**config.mk**
```make
export PLATFORM = sky130hd
export DESIGN_NAME = event_flag_group_with_waiters_flat
export DESIGN_NICKNAME = d
export VERILOG_FILES = /design/src/efg_pkg.sv /design/src/efg_if.sv /design/src/event_flag_group_with_waiters.sv /design/src/flat_wrapper.sv
export SDC_FILE = /design/constraint.sdc
export NUM_CORES = 2
export LEC_CHECK = 0
export BUFFER_PORTS_ARGS = -buffer_cell sky130_fd_sc_hd__buf_2
export CORE_ASPECT_RATIO = 2
export CORE_UTILIZATION = 40
export CTS_BUF_LIST = sky130_fd_sc_hd__clkbuf_8
export DETAILED_ROUTE_END_ITERATION = 7
export GPL_TIMING_DRIVEN = 1
export MAX_ROUTING_LAYER = met4
export SLEW_MARGIN = 30
export SYNTH_ARGS = -nofsm -noshare
export SYNTH_HDL_FRONTEND = slang
export SYNTH_SLANG_ARGS = --single-unit
```
**constraint.sdc**
```tcl
create_clock -name i_clk -period 24.1 [get_ports i_clk]
set_clock_uncertainty 0.05 [all_clocks]
set_input_delay 2.41 -clock i_clk [delete_from_list [all_inputs] [get_ports i_clk]]
set_output_delay 2.41 -clock i_clk [all_outputs]
set_load 0.05 [all_outputs]
```
**src/efg_pkg.sv**
```systemverilog
package efg_pkg;

    typedef enum logic [1:0] {
        CMD_SET    = 2'd0,
        CMD_CLEAR  = 2'd1,
        CMD_WAIT   = 2'd2,
        CMD_CANCEL = 2'd3
    } t_cmd_code;

    typedef enum logic [2:0] {
        KIND_DONE      = 3'd0,
        KIND_MET       = 3'd1,
        KIND_ENQUEUED  = 3'd2,
        KIND_FAILED    = 3'd3,
        KIND_WOKEN     = 3'd4,
        KIND_CANCELLED = 3'd5
    } t_kind;

    typedef struct packed {
        t_cmd_code   command;
        logic [31:0] bits;
        logic [3:0]  task_id;
        logic        wait_all;
        logic        clear_on_exit;
        logic        no_block;
        logic [7:0]  task_priority;
        logic [7:0]  current_priority;
        logic        current_valid;
    } t_cmd;

    typedef struct packed {
        t_kind       kind;
        logic [3:0]  woken_task;
        logic [31:0] returned_bits;
        logic [31:0] flag_word;
        logic        preempt;
        logic        last;
    } t_res;

endpackage

```
**src/efg_if.sv**
```systemverilog
interface efg_cmd_if;
    logic            valid;
    logic            ready;
    efg_pkg::t_cmd   payload;
    modport source (output valid, output payload, input ready);
    modport sink   (input valid, input payload, output ready);
endinterface

interface efg_res_if;
    logic            valid;
    logic            ready;
    efg_pkg::t_res   payload;
    modport source (output valid, output payload, input ready);
    modport sink   (input valid, input payload, output ready);
endinterface

```
**src/event_flag_group_with_waiters.sv**
```systemverilog
// Clear, wait and a cancel of a task that is not waiting: one result each.
// Set: the command is accepted, then each queued waiter is handled in turn
// (arrival-order read, then waiter-table read and test), then the closing item.
// Cancel of a waiting task walks the queue the same way.
// One command is in flight at a time; a result register decouples the output.
// Synchronous active-low reset clears the flags, queue count and waiting bits.
module event_flag_group_with_waiters #(
    parameter int MAX_TASKS  = 16,
    parameter int FLAG_WIDTH = 32
) (
    input  logic      i_clk,
    input  logic      i_rst_n,
    efg_cmd_if.sink   i_cmd,
    efg_res_if.source o_res
);

    localparam int TW = (MAX_TASKS > 1) ? $clog2(MAX_TASKS) : 1;
    localparam int CW = $clog2(MAX_TASKS + 1);
    localparam int WW = FLAG_WIDTH + 10;

    typedef enum logic [4:0] {
        S_IDLE = 5'b00001,
        S_RDA  = 5'b00010,
        S_RDW  = 5'b00100,
        S_EVAL = 5'b01000,
        S_FIN  = 5'b10000
    } t_state;

    t_state                r_state, n_state;
    logic [FLAG_WIDTH-1:0] r_flag, n_flag;
    logic [CW-1:0]         r_count, n_count;
    logic [CW-1:0]         r_rp, n_rp;
    logic [CW-1:0]         r_wp, n_wp;
    logic [MAX_TASKS-1:0]  r_waiting, n_waiting;
    logic [TW-1:0]         r_t, n_t;
    logic [TW-1:0]         r_tid, n_tid;
    logic                  r_set, n_set;
    logic                  r_pre, n_pre;
    logic [7:0]            r_cprio, n_cprio;
    logic                  r_cvalid, n_cvalid;
    efg_pkg::t_res         r_out, n_out;
    logic                  r_out_valid, n_out_valid;

    // arrival order queue and per-task waiter table
    logic [TW-1:0] arr_mem [MAX_TASKS];
    logic [TW-1:0] arr_q;
    logic          arr_we, arr_re;
    logic [TW-1:0] arr_wa, arr_ra, arr_wd;
    logic [WW-1:0] wt_mem [MAX_TASKS];
    logic [WW-1:0] wt_q;
    logic          wt_we, wt_re;
    logic [TW-1:0] wt_wa, wt_ra;
    logic [WW-1:0] wt_wd;

    always_ff @(posedge i_clk) begin
        if (arr_we) begin
            arr_mem[arr_wa] <= arr_wd;
        end
        if (arr_re) begin
            arr_q <= arr_mem[arr_ra];
        end
        if (wt_we) begin
            wt_mem[wt_wa] <= wt_wd;
        end
        if (wt_re) begin
            wt_q <= wt_mem[wt_ra];
        end
    end

    logic [63:0]           w_bits64;
    logic [FLAG_WIDTH-1:0] w_bits;
    logic [31:0]           w_tid32;
    logic [TW-1:0]         w_tid;
    logic                  w_tid_ok;
    logic                  w_acc;
    logic                  w_slot;
    logic [FLAG_WIDTH-1:0] w_hit_in;
    logic                  w_met_in;
    logic [FLAG_WIDTH-1:0] w_mask;
    logic                  w_mall;
    logic                  w_mclr;
    logic [7:0]            w_mprio;
    logic [FLAG_WIDTH-1:0] w_hit_q;
    logic                  w_met_q;
    logic                  w_drop;
    logic [CW-1:0]         w_rp1;
    logic [63:0]           w_flag64;
    logic [31:0]           w_t32;

    assign w_bits64 = {32'd0, i_cmd.payload.bits};
    assign w_bits   = w_bits64[FLAG_WIDTH-1:0];
    assign w_tid32  = {28'd0, i_cmd.payload.task_id};
    assign w_tid    = w_tid32[TW-1:0];
    assign w_tid_ok = (w_tid32 < 32'(MAX_TASKS));
    assign w_slot   = !r_out_valid || o_res.ready;
    assign i_cmd.ready = (r_state == S_IDLE) && w_slot;
    assign w_acc    = i_cmd.valid && i_cmd.ready;
    assign w_hit_in = r_flag & w_bits;
    assign w_met_in = i_cmd.payload.wait_all ? (w_hit_in == w_bits) : (|w_hit_in);
    assign w_mask   = wt_q[WW-1:10];
    assign w_mall   = wt_q[9];
    assign w_mclr   = wt_q[8];
    assign w_mprio  = wt_q[7:0];
    assign w_hit_q  = r_flag & w_mask;
    assign w_met_q  = w_mall ? (w_hit_q == w_mask) : (|w_hit_q);
    assign w_drop   = r_set ? w_met_q : (r_t == r_tid);
    assign w_rp1    = r_rp + CW'(1);
    assign w_t32    = 32'(r_t);

    always_comb begin
        n_state     = r_state;
        n_flag      = r_flag;
        n_count     = r_count;
        n_rp        = r_rp;
        n_wp        = r_wp;
        n_waiting   = r_waiting;
        n_t         = r_t;
        n_tid       = r_tid;
        n_set       = r_set;
        n_pre       = r_pre;
        n_cprio     = r_cprio;
        n_cvalid    = r_cvalid;
        n_out       = r_out;
        n_out_valid = r_out_valid && !o_res.ready;
        arr_we = 1'b0;
        arr_re = 1'b0;
        arr_wa = '0;
        arr_ra = '0;
        arr_wd = '0;
        wt_we  = 1'b0;
        wt_re  = 1'b0;
        wt_wa  = '0;
        wt_ra  = '0;
        wt_wd  = '0;
        w_flag64 = '0;

        case (r_state)
            S_IDLE: begin
                if (w_acc) begin
                    n_tid    = w_tid;
                    n_cprio  = i_cmd.payload.current_priority;
                    n_cvalid = i_cmd.payload.current_valid;
                    n_pre    = 1'b0;
                    n_rp     = '0;
                    n_wp     = '0;
                    n_out.woken_task    = i_cmd.payload.task_id;
                    n_out.returned_bits = '0;
                    n_out.preempt       = 1'b0;
                    n_out.last          = 1'b1;
                    n_out.kind          = efg_pkg::KIND_DONE;
                    case (i_cmd.payload.command)
                        efg_pkg::CMD_SET: begin
                            n_flag = r_flag | w_bits;
                            n_set  = 1'b1;
                            if (r_count == '0) begin
                                n_state = S_FIN;
                            end else begin
                                arr_re  = 1'b1;
                                n_state = S_RDW;
                            end
                        end
                        efg_pkg::CMD_CLEAR: begin
                            n_flag      = r_flag & ~w_bits;
                            n_out_valid = 1'b1;
                        end
                        efg_pkg::CMD_WAIT: begin
                            n_out_valid = 1'b1;
                            n_out.kind  = efg_pkg::KIND_FAILED;
                            if (w_bits == '0 || !i_cmd.payload.current_valid || !w_tid_ok
                                || r_waiting[w_tid]) begin
                                n_out.kind = efg_pkg::KIND_FAILED;
                            end else if (w_met_in) begin
                                n_out.kind = efg_pkg::KIND_MET;
                                w_flag64   = 64'(r_flag);
                                n_out.returned_bits = w_flag64[31:0];
                                if (i_cmd.payload.clear_on_exit) begin
                                    n_flag = r_flag & ~w_bits;
                                end
                            end else if (i_cmd.payload.no_block
                                         || r_count >= CW'(MAX_TASKS)) begin
                                n_out.kind = efg_pkg::KIND_FAILED;
                            end else begin
                                n_out.kind = efg_pkg::KIND_ENQUEUED;
                                wt_we  = 1'b1;
                                wt_wa  = w_tid;
                                wt_wd  = {w_bits, i_cmd.payload.wait_all,
                                          i_cmd.payload.clear_on_exit,
                                          i_cmd.payload.task_priority};
                                arr_we = 1'b1;
                                arr_wa = r_count[TW-1:0];
                                arr_wd = w_tid;
                                n_waiting[w_tid] = 1'b1;
                                n_count = r_count + CW'(1);
                            end
                        end
                        efg_pkg::CMD_CANCEL: begin
                            if (w_tid_ok && r_waiting[w_tid]) begin
                                n_set   = 1'b0;
                                arr_re  = 1'b1;
                                n_state = S_RDW;
                            end else begin
                                n_out_valid = 1'b1;
                            end
                        end
                        default: begin
                            n_out_valid = 1'b1;
                        end
                    endcase
                    w_flag64 = 64'(n_flag);
                    n_out.flag_word = w_flag64[31:0];
                end
            end
            S_RDA: begin
                arr_re  = 1'b1;
                arr_ra  = r_rp[TW-1:0];
                n_state = S_RDW;
            end
            S_RDW: begin
                n_t     = arr_q;
                wt_re   = 1'b1;
                wt_ra   = arr_q;
                n_state = S_EVAL;
            end
            S_EVAL: begin
                if (!(r_set && w_met_q && !w_slot)) begin
                    if (w_drop) begin
                        n_waiting[r_t] = 1'b0;
                        if (r_set) begin
                            if (w_mclr) begin
                                n_flag = r_flag & ~w_mask;
                            end
                            if (r_cvalid && w_mprio < r_cprio) begin
                                n_pre = 1'b1;
                            end
                            n_out_valid = 1'b1;
                            n_out.kind  = efg_pkg::KIND_WOKEN;
                            n_out.woken_task = w_t32[3:0];
                            w_flag64 = 64'(r_flag);
                            n_out.returned_bits = w_flag64[31:0];
                            w_flag64 = 64'(n_flag);
                            n_out.flag_word = w_flag64[31:0];
                            n_out.preempt   = 1'b0;
                            n_out.last      = 1'b0;
                        end
                    end else begin
                        arr_we = 1'b1;
                        arr_wa = r_wp[TW-1:0];
                        arr_wd = r_t;
                        n_wp   = r_wp + CW'(1);
                    end
                    n_rp = w_rp1;
                    if (w_rp1 == r_count) begin
                        n_state = S_FIN;
                    end else begin
                        arr_re  = 1'b1;
                        arr_ra  = w_rp1[TW-1:0];
                        n_state = S_RDW;
                    end
                end
            end
            S_FIN: begin
                if (w_slot) begin
                    n_out_valid = 1'b1;
                    n_count     = r_wp;
                    w_flag64    = 64'(r_flag);
                    n_out.flag_word     = w_flag64[31:0];
                    n_out.returned_bits = '0;
                    n_out.last          = 1'b1;
                    if (r_set) begin
                        n_out.kind       = efg_pkg::KIND_DONE;
                        n_out.woken_task = '0;
                        n_out.preempt    = r_pre;
                    end else begin
                        n_out.kind       = efg_pkg::KIND_CANCELLED;
                        n_out.woken_task = w_t32[3:0] & 4'd0 | 4'(32'(r_tid));
                        n_out.preempt    = 1'b0;
                    end
                    n_state = S_IDLE;
                end
            end
            default: begin
                n_state = S_IDLE;
            end
        endcase
    end

    always_ff @(posedge i_clk) begin
        if (!i_rst_n) begin
            r_state     <= S_IDLE;
            r_flag      <= '0;
            r_count     <= '0;
            r_waiting   <= '0;
            r_out_valid <= 1'b0;
            r_set       <= 1'b0;
            r_pre       <= 1'b0;
            r_rp        <= '0;
            r_wp        <= '0;
        end else begin
            r_state     <= n_state;
            r_flag      <= n_flag;
            r_count     <= n_count;
            r_waiting   <= n_waiting;
            r_out_valid <= n_out_valid;
            r_set       <= n_set;
            r_pre       <= n_pre;
            r_rp        <= n_rp;
            r_wp        <= n_wp;
        end
    end

    always_ff @(posedge i_clk) begin
        r_t      <= n_t;
        r_tid    <= n_tid;
        r_cprio  <= n_cprio;
        r_cvalid <= n_cvalid;
        r_out    <= n_out;
    end

    assign o_res.valid   = r_out_valid;
    assign o_res.payload = r_out;

    a_count_range: assert property (@(posedge i_clk) disable iff (!i_rst_n)
        r_count <= CW'(MAX_TASKS))
        else $error("waiter count beyond table size");

    a_count_matches: assert property (@(posedge i_clk) disable iff (!i_rst_n)
        (r_state == S_IDLE) |-> ($countones(r_waiting) == 32'(r_count)))
        else $error("waiting bits disagree with queue count");

    a_compact: assert property (@(posedge i_clk) disable iff (!i_rst_n)
        (r_state == S_EVAL) |-> (r_wp <= r_rp && r_rp < r_count))
        else $error("queue compaction pointers out of order");

    a_busy_blocks: assert property (@(posedge i_clk) disable iff (!i_rst_n)
        (r_state != S_IDLE) |-> !i_cmd.ready)
        else $error("command taken during a queue walk");

endmodule
```
**src/flat_wrapper.sv**
```systemverilog
// flat-port wrapper written by rule: the top's interface ports become plain ports
module event_flag_group_with_waiters_flat 
#(
    parameter int MAX_TASKS  = 16,
    parameter int FLAG_WIDTH = 32
)
  (i_clk, i_rst_n, i_cmd_valid, i_cmd_payload, i_cmd_ready, o_res_valid, o_res_payload, o_res_ready);
  efg_cmd_if i_cmd_i ();
  efg_res_if o_res_i ();
  input  logic i_clk;
  input  logic i_rst_n;
  input wire logic [$bits(i_cmd_i.valid)-1:0] i_cmd_valid;
  input wire logic [$bits(i_cmd_i.payload)-1:0] i_cmd_payload;
  output wire logic [$bits(i_cmd_i.ready)-1:0] i_cmd_ready;
  output wire logic [$bits(o_res_i.valid)-1:0] o_res_valid;
  output wire logic [$bits(o_res_i.payload)-1:0] o_res_payload;
  input wire logic [$bits(o_res_i.ready)-1:0] o_res_ready;
  assign i_cmd_i.valid = i_cmd_valid;
  assign i_cmd_i.payload = i_cmd_payload;
  assign i_cmd_ready = i_cmd_i.ready;
  assign o_res_valid = o_res_i.valid;
  assign o_res_payload = o_res_i.payload;
  assign o_res_i.ready = o_res_ready;
  event_flag_group_with_waiters #(.MAX_TASKS(MAX_TASKS), .FLAG_WIDTH(FLAG_WIDTH)) u_core (.i_clk(i_clk), .i_rst_n(i_rst_n), .i_cmd(i_cmd_i), .o_res(o_res_i));
endmodule
```
Word-level counts from Yosys, hierarchy flattened
Memories as Yosys holds them, arrays and structs flattened. A register that Yosys moved wholly into a read port is not among the register bits.
Index checks and enable logic that the tools add are counted.

word-level totals
  register bits = 161
  bits in writable memories = 736
  bits of input ports = 62
  output and inout port bits = 75
  logic and storage cells = 233
  memories kept = 2

memory list
  memory          words  bits a word  rd ports  clocked after memory_dff  wr ports  RTL line                             source
  u_core.wt_mem   16     42           1         1                         1         event_flag_group_with_waiters.sv:49  logic [WW-1:0] wt_mem [MAX_TASKS];
  u_core.arr_mem  16     4            1         1                         1         event_flag_group_with_waiters.sv:45  logic [TW-1:0] arr_mem [MAX_TASKS];

operators by class
  add/subtract/negate cells = 3
  order comparisons = 7
  equality and inequality tests = 26
  mux-type cells = 127
  bitwise gates (word level) = 10
  reductions and logical operators = 39

operator list
  operator             number
  $mux 73              5
  $mux 32              11
  $mux 42              6
  $pmux 73 s3          1
  $and 32x32->32       4
  $mux 16              7
  $pmux 32 s3          1
  $mux 5               16
  $mux 4               18
  $eq 32x32->1         2
  $not 32->32          2
  $pmux 32 s2          1
  $reduce_or 32->1     2
  $pmux 5 s2           4
  $mux 1               38
  $logic_not 32->1     1
  $or 32x32->32        1
  $pmux 16 s2          1
  $pmux 5 s5           1
  $pmux 4 s2           3
  $and 16x16->16       1
  $not 16->16          1
  $or 16x16->16        1
  $add 5x1->5 const B  3
  other kinds (37)     81

Logic depth before layout (Yosys ltp)
  word-level depth = 11
  mapped depth = 11

Least setup slack after synthesis
No wires, ideal clock.

  path type = in2reg
  from = in o_res_ready
  to = reg u_core.r_out (netlist bit u_core.o_res.payload[0]), enable pin
  library setup time = 613 ps
  data arrival time = 7,872 ps
  required time = 23,437 ps
  setup slack = 15,566 ps
  stages on the path = 2
  buffers on the path = 0
  cell sequence = nor2b_1 a211oi_1

between the ends
  word-level cells in the longest chain between the ends = 5
  elaborated cells between the ends (all ways) = 9
  those cells by class = 3 x eq/ne; 6 x reduce/logical

ends and longest elaborated chain
  item                                                              RTL line                                                                   source
  start, declared                                                   flat_wrapper.sv:17                                                         input wire logic [$bits(o_res_i.ready)-1:0] o_res_ready;
  $logic_or 1x1->1 *                                                event_flag_group_with_waiters.sv:95                                        assign w_slot = !r_out_valid || o_res.ready;
  $logic_not 1->1 / $logic_and 1x1->1 (equally long branches)       event_flag_group_with_waiters.sv:225, event_flag_group_with_waiters.sv:96
  $logic_and 1x1->1 (on tied branches)                              event_flag_group_with_waiters.sv:225, event_flag_group_with_waiters.sv:97
  $ne 2x2->1 (no source line) / $ne 2x1->1 (equally long branches)  --
  $reduce_and 6->1 (no source line) *                               --
  end signal, assigned                                              event_flag_group_with_waiters.sv:316                                       r_out <= n_out;
  end, declared                                                     event_flag_group_with_waiters.sv:41                                        efg_pkg::t_res r_out, n_out;

Every way passes the cells marked *; elsewhere a longest branch is shown, timed or not.
A chain may end at the register's enable or synchronous reset.

Final worst setup path
  from = in i_cmd_payload[20]
  to = mem u_core.wt_mem[4][18] (netlist bit), enable pin

between the ends
  word-level cells in the longest chain between the ends = 10
  elaborated cells between the ends (all ways) = 18
  those cells by class = 1 x order compare; 14 x mux; 3 x reduce/logical

ends and longest elaborated chain
  item                          RTL line                              source
  start, declared               flat_wrapper.sv:13                    input wire logic [$bits(i_cmd_i.payload)-1:0] i_cmd_payload;
  $lt 4x5->1                    event_flag_group_with_waiters.sv:94   assign w_tid_ok = (w_tid32 < 32'(MAX_TASKS));
  $logic_not 1->1               event_flag_group_with_waiters.sv:169  if (w_bits == '0 || !i_cmd.payload.current_valid || !w_tid_ok
  $logic_or 1x1->1              event_flag_group_with_waiters.sv:169
  $logic_or 1x1->1              event_flag_group_with_waiters.sv:170  || r_waiting[w_tid]) begin
  $mux 1                        event_flag_group_with_waiters.sv:169
  $mux 1                        event_flag_group_with_waiters.sv:151  case (i_cmd.payload.command)
  $mux 1                        event_flag_group_with_waiters.sv:139  if (w_acc) begin
  $mux 1                        event_flag_group_with_waiters.sv:137  case (r_state)
  $mux 1                        event_flag_group_with_waiters.sv:62   if (wt_we) begin
  $mux 1 (implied by the code)  event_flag_group_with_waiters.sv:63   wt_mem[wt_wa] <= wt_wd;
  end, declared                 event_flag_group_with_waiters.sv:49

Several ways; a longest one is shown, not always the timed one. The select of a mux whose other input is x is not followed.

==> summary.md <==
| Metric | Value |
|---|---|
| Fraction of final layout cells with drive strength greater than 1 | 23.5% |
| Core box area | 0.0973 mm² |
| Clock Path Buffers | 3 |
| Final Max Tran Viols | 0 |
| Share of the clock period used by the worst path after layout | 27.5% |
| Leak Pwr | 0.0162 µW |
| Worst setup SP type | input pin |
| CTS H-Tree Depth | 4 |
| Slowest cell on the critical path | buf_4 |
| Antenna violations before repair | 5 |
| I/O pin cnt | 137 |
| Number of clock buffers inserted by TritonCTS | 130 |
| Clock insertion delay at the later pin of the skew report | just under 0.8 ns |
| Slew Limit Headroom | between 30 and 40% |
| Number of cells upsized or downsized after cts | 0 |
| Peak supply drop | 50.3 µV |
| Number of nets in the finished design | 2,644 |
| Slew at the pin closest to its max-slew limit | roughly 1.0 ns |
| Post-layout worst setup margin | 17.48 ns |
| Root buffer cell | clkbuf_8 |
| Launch point of the worst hold path | u_core.r_rp[1] |
| Simple-gate portion of the synthesized area | 6.45% |
| Clock sink total | about 940 |
| Fin. Hold Viols | 0 |
| Sum of routed wire length over all layers | 117 mm |
| Critical path, cell by cell | buf_2 -> mux4_2 -> a22oi_1 -> nand3_1 -> or2_1 -> a2111oi_4 -> buf_4 -> nand2_1 -> nor2_4 -> buf_4 |
| Critical path required time | around 24 ns |
| DRC Markers | 0 |
| Count of placed standard cells including taps | 3,665 |
| Die area | just under 0.1 mm² |
| HPWL reported at the end of detailed placement | between 70 and 80 mm |
| Highest achievable clock rate | 0.151 GHz |
| Post-synth EDFFs | 872 |
| Category of the worst setup path capture point | flop |
| Result of the run | complete, no violations |
| Total global routing overflow | 0 |
| Mean area per synthesized cell | around 16 µm² |
| Largest net degree at the start of global routing | 96 |
| Worst hold path stage count | 2 |
| Dominant combinational cell family by area after synthesis | multiplexers |
| Most common cell after layout, fill and taps aside | edfxtp_1 |
| Via density per instance | around 6.0 |
| Unrepaired setup endpoints after global routing | false |
| Proportion of register bits with asynchronous set or reset after synthesis | 0% |
| Cts hold-fix bufs | 0 |
| Number of setup buffers added after CTS | 0 |
| Width of the die | ~220 µm |
| Critical-path maximum fanout | 53 |
| TritonCTS clock tree | built |
| Sequential area share after synthesis | 70.3% |
| Post-Synthesis Cells | 2,390 |
| Number of cell instances on the worst register-to-register path | 9 |
| Worst min path class | reg2reg |
| Total negative setup slack | 0 ns |
| Netlist cell types | 66 |
| Hold-critical path endpoint | u_core.r_rp[1] |
| Setup-failing EPs final | 0 |
| Most instantiated flip-flop cell in the synthesis netlist | edfxtp_1 |
| Number of vias in the routed layout | 23,400 |
| Worst setup timing slack at the placement stage | about 17 ns |
| Area share of fa/ha/maj cells after synthesis | less than 1% |
| Pwr/cell area | 75.8 mW/mm² |
| Synth-to-Final Area Change | 12.1% |
| First DRT Iteration DRCs | about 2,300 |
| DRT antenna net count | 0 |
| Mapped Nets | 2,467 |
| Via count of the first global-routing pass | roughly 24,000 |
| Fraction of the mapped netlist area in compound gates | 7.33% |
| Maximum single-stage delay on the critical path | 0.63 ns |
| DIE HEIGHT | 445 µm |
| Total power of the final layout | 3330 µW |
| Clock slew at the register clock pins of the worst setup and hold paths | 0.07 ns |
| Time the worst path needs with I/O delays and setup | 6.62 ns |
| Top cell by count, worst path | buf_4 |
| GP Congestion | 0.977 |
| Seq cells post-synth | 942 |
| Reg2Reg Setup Slack | 19.27 ns |
| Worst reg2reg path endpoint | u_core.wt_mem[4][18] |
| Post-synthesis share of cell area spent on xor and xnor gates | 0.246% |
| Worst r2r src | u_core.r_flag[26] |
| Total iterations of the first detailed-routing run | 5 |
| Starting density of the core | between 40% and 50% |
| First-pass GRT wire length | about 170 mm |
| Cell area after synthesis | 0.0392 mm² |
| Avg WL per Cell | 29.9 µm |
| Port Buffer Count | 136 |
| Total global routing track utilization | 24.4% |
| Post-route non-filler standard cell count | roughly 4,000 |
| Placement Rows | around 160 |
| Arrival time reported for the critical path endpoint | between 6 and 7 ns |
| Synth Warn # | 0 |
| Maxcap violations | 0 |
| Critical setup path kind | in2reg |
| Multiplexer share of the synthesized area | ~13% |
| Most frequent cells in the layout | edfxtp_1 (872), mux4_2 (179), clkbuf_8 (141), buf_2 (136), inv_1 (135) |
## sequential cells by signal, indices dropped and copies added, names as in the netlist
register	count
u_core.r_flag	32
u_core.o_res.payload	73
u_core.r_count	5
u_core.r_state	4
u_core.o_res.valid	1
u_core.r_tid	4
u_core.r_set	1
u_core.r_pre	1
u_core.r_t	4
u_core.r_cprio	8
u_core.r_wp	5
u_core.wt_mem	672
u_core.r_rp	5
u_core.r_cvalid	1
u_core.arr_mem	64
u_core.wt_q	42
u_core.arr_q	4
u_core.r_waiting	16
## cells by family after synthesis
logic type,count (synthesis)
adders and majority gates,15
and+or+nand+nor,488
buffers and inverters,243
DFF,942
AOI/OAI and AO/OA,420
xor gates and xnor gates,11
muxes,271
## how the worst max path moves through the flow
stage	from	to	slack, ns	cells past startpoint
floorplan	o_res_ready	u_core.o_res.payload[0]	15.57	2
global placement	i_cmd_payload[20]	u_core.wt_mem[4][5]	16.84	10
detailed placement	i_cmd_payload[20]	u_core.wt_mem[4][7]	16.75	10
CTS	i_cmd_payload[20]	u_core.wt_mem[4][6]	17.58	10
global route	i_cmd_payload[20]	u_core.wt_mem[4][18]	17.25	10
finish	i_cmd_payload[20]	u_core.wt_mem[4][18]	17.48	10
## worst max-delay path: cells and delay by family
family,cells,cell delay [ns]
buffers and inverters,3,1.61
AOI/OAI and AO/OA,2,0.59
and+or+nand+nor,4,1.71
muxes,1,0.57
## where the power goes
group	total, µW	switching (µW)	internal [µW]
Clock	1180	609	574
Sequential	1840	25.1	1810
Combinational	308	239	69.6
Total	3330	872	2460
## per-layer routing
layer | up-vias | GRT usage (%) | part of all wire, %
met1 | 12000 | 26.5 | 35
met3 | 360 | 3.62 | 6.1
li1 | 9920 | - | -
met2 | 1168 | 42.1 | 52
met4 | 0 | 14.4 | 6.3
met5 | - | - | 0
## synthesized netlist by cell type, types with 11 or more instances
cell,instances,share of area (%)
a21oi_1,87,1.1
a22oi_1,22,0.42
a31oi_1,15,0.24
a32o_1,32,0.82
and2_1,79,1.3
buf_1,15,0.14
clkbuf_1,122,1.2
dfxtp_1,70,3.6
edfxtp_1,872,67
ha_1,15,0.48
inv_1,95,0.91
mux2_2,47,1.3
mux2i_1,45,1.1
mux4_2,179,10
nand2_1,92,0.88
nand2b_1,11,0.18
nand3_1,63,0.80
nand3b_1,35,0.67
nand4_1,11,0.18
nor2_1,93,0.89
nor3_1,47,0.60
o21a_1,11,0.21
o21ai_0,106,1.4
o22ai_1,32,0.51
o41ai_1,33,0.74
## cell type report
| class | count | area [µm²] |
|---|---|---|
| multi-input combinational | 1205 | 10900 |
| clock buffer | 141 | 1940 |
| antenna | 5 | 12.5 |
| tap | 1230 | 1540 |
| inverter | 97 | 364 |
| fill | 8379 | 53300 |
| clock inverter | 90 | 484 |
| sequential | 942 | 27600 |
| timing repair buffer | 191 | 1130 |
## per-stage QoR
step	cell area, µm²	hold slack (ns)	util (%)
6_report	44000	0.436	45.2
5_1_grt	44000	0.459	45.2
4_1_cts	43900	0.433	45.2
3_5_place_dp	41500	0.412	42.7
3_3_place_gp	41500	0.410	42.6
2_1_floorplan	39200	0.374	-
No activity file was read; power rests on OpenSTA's default activity.
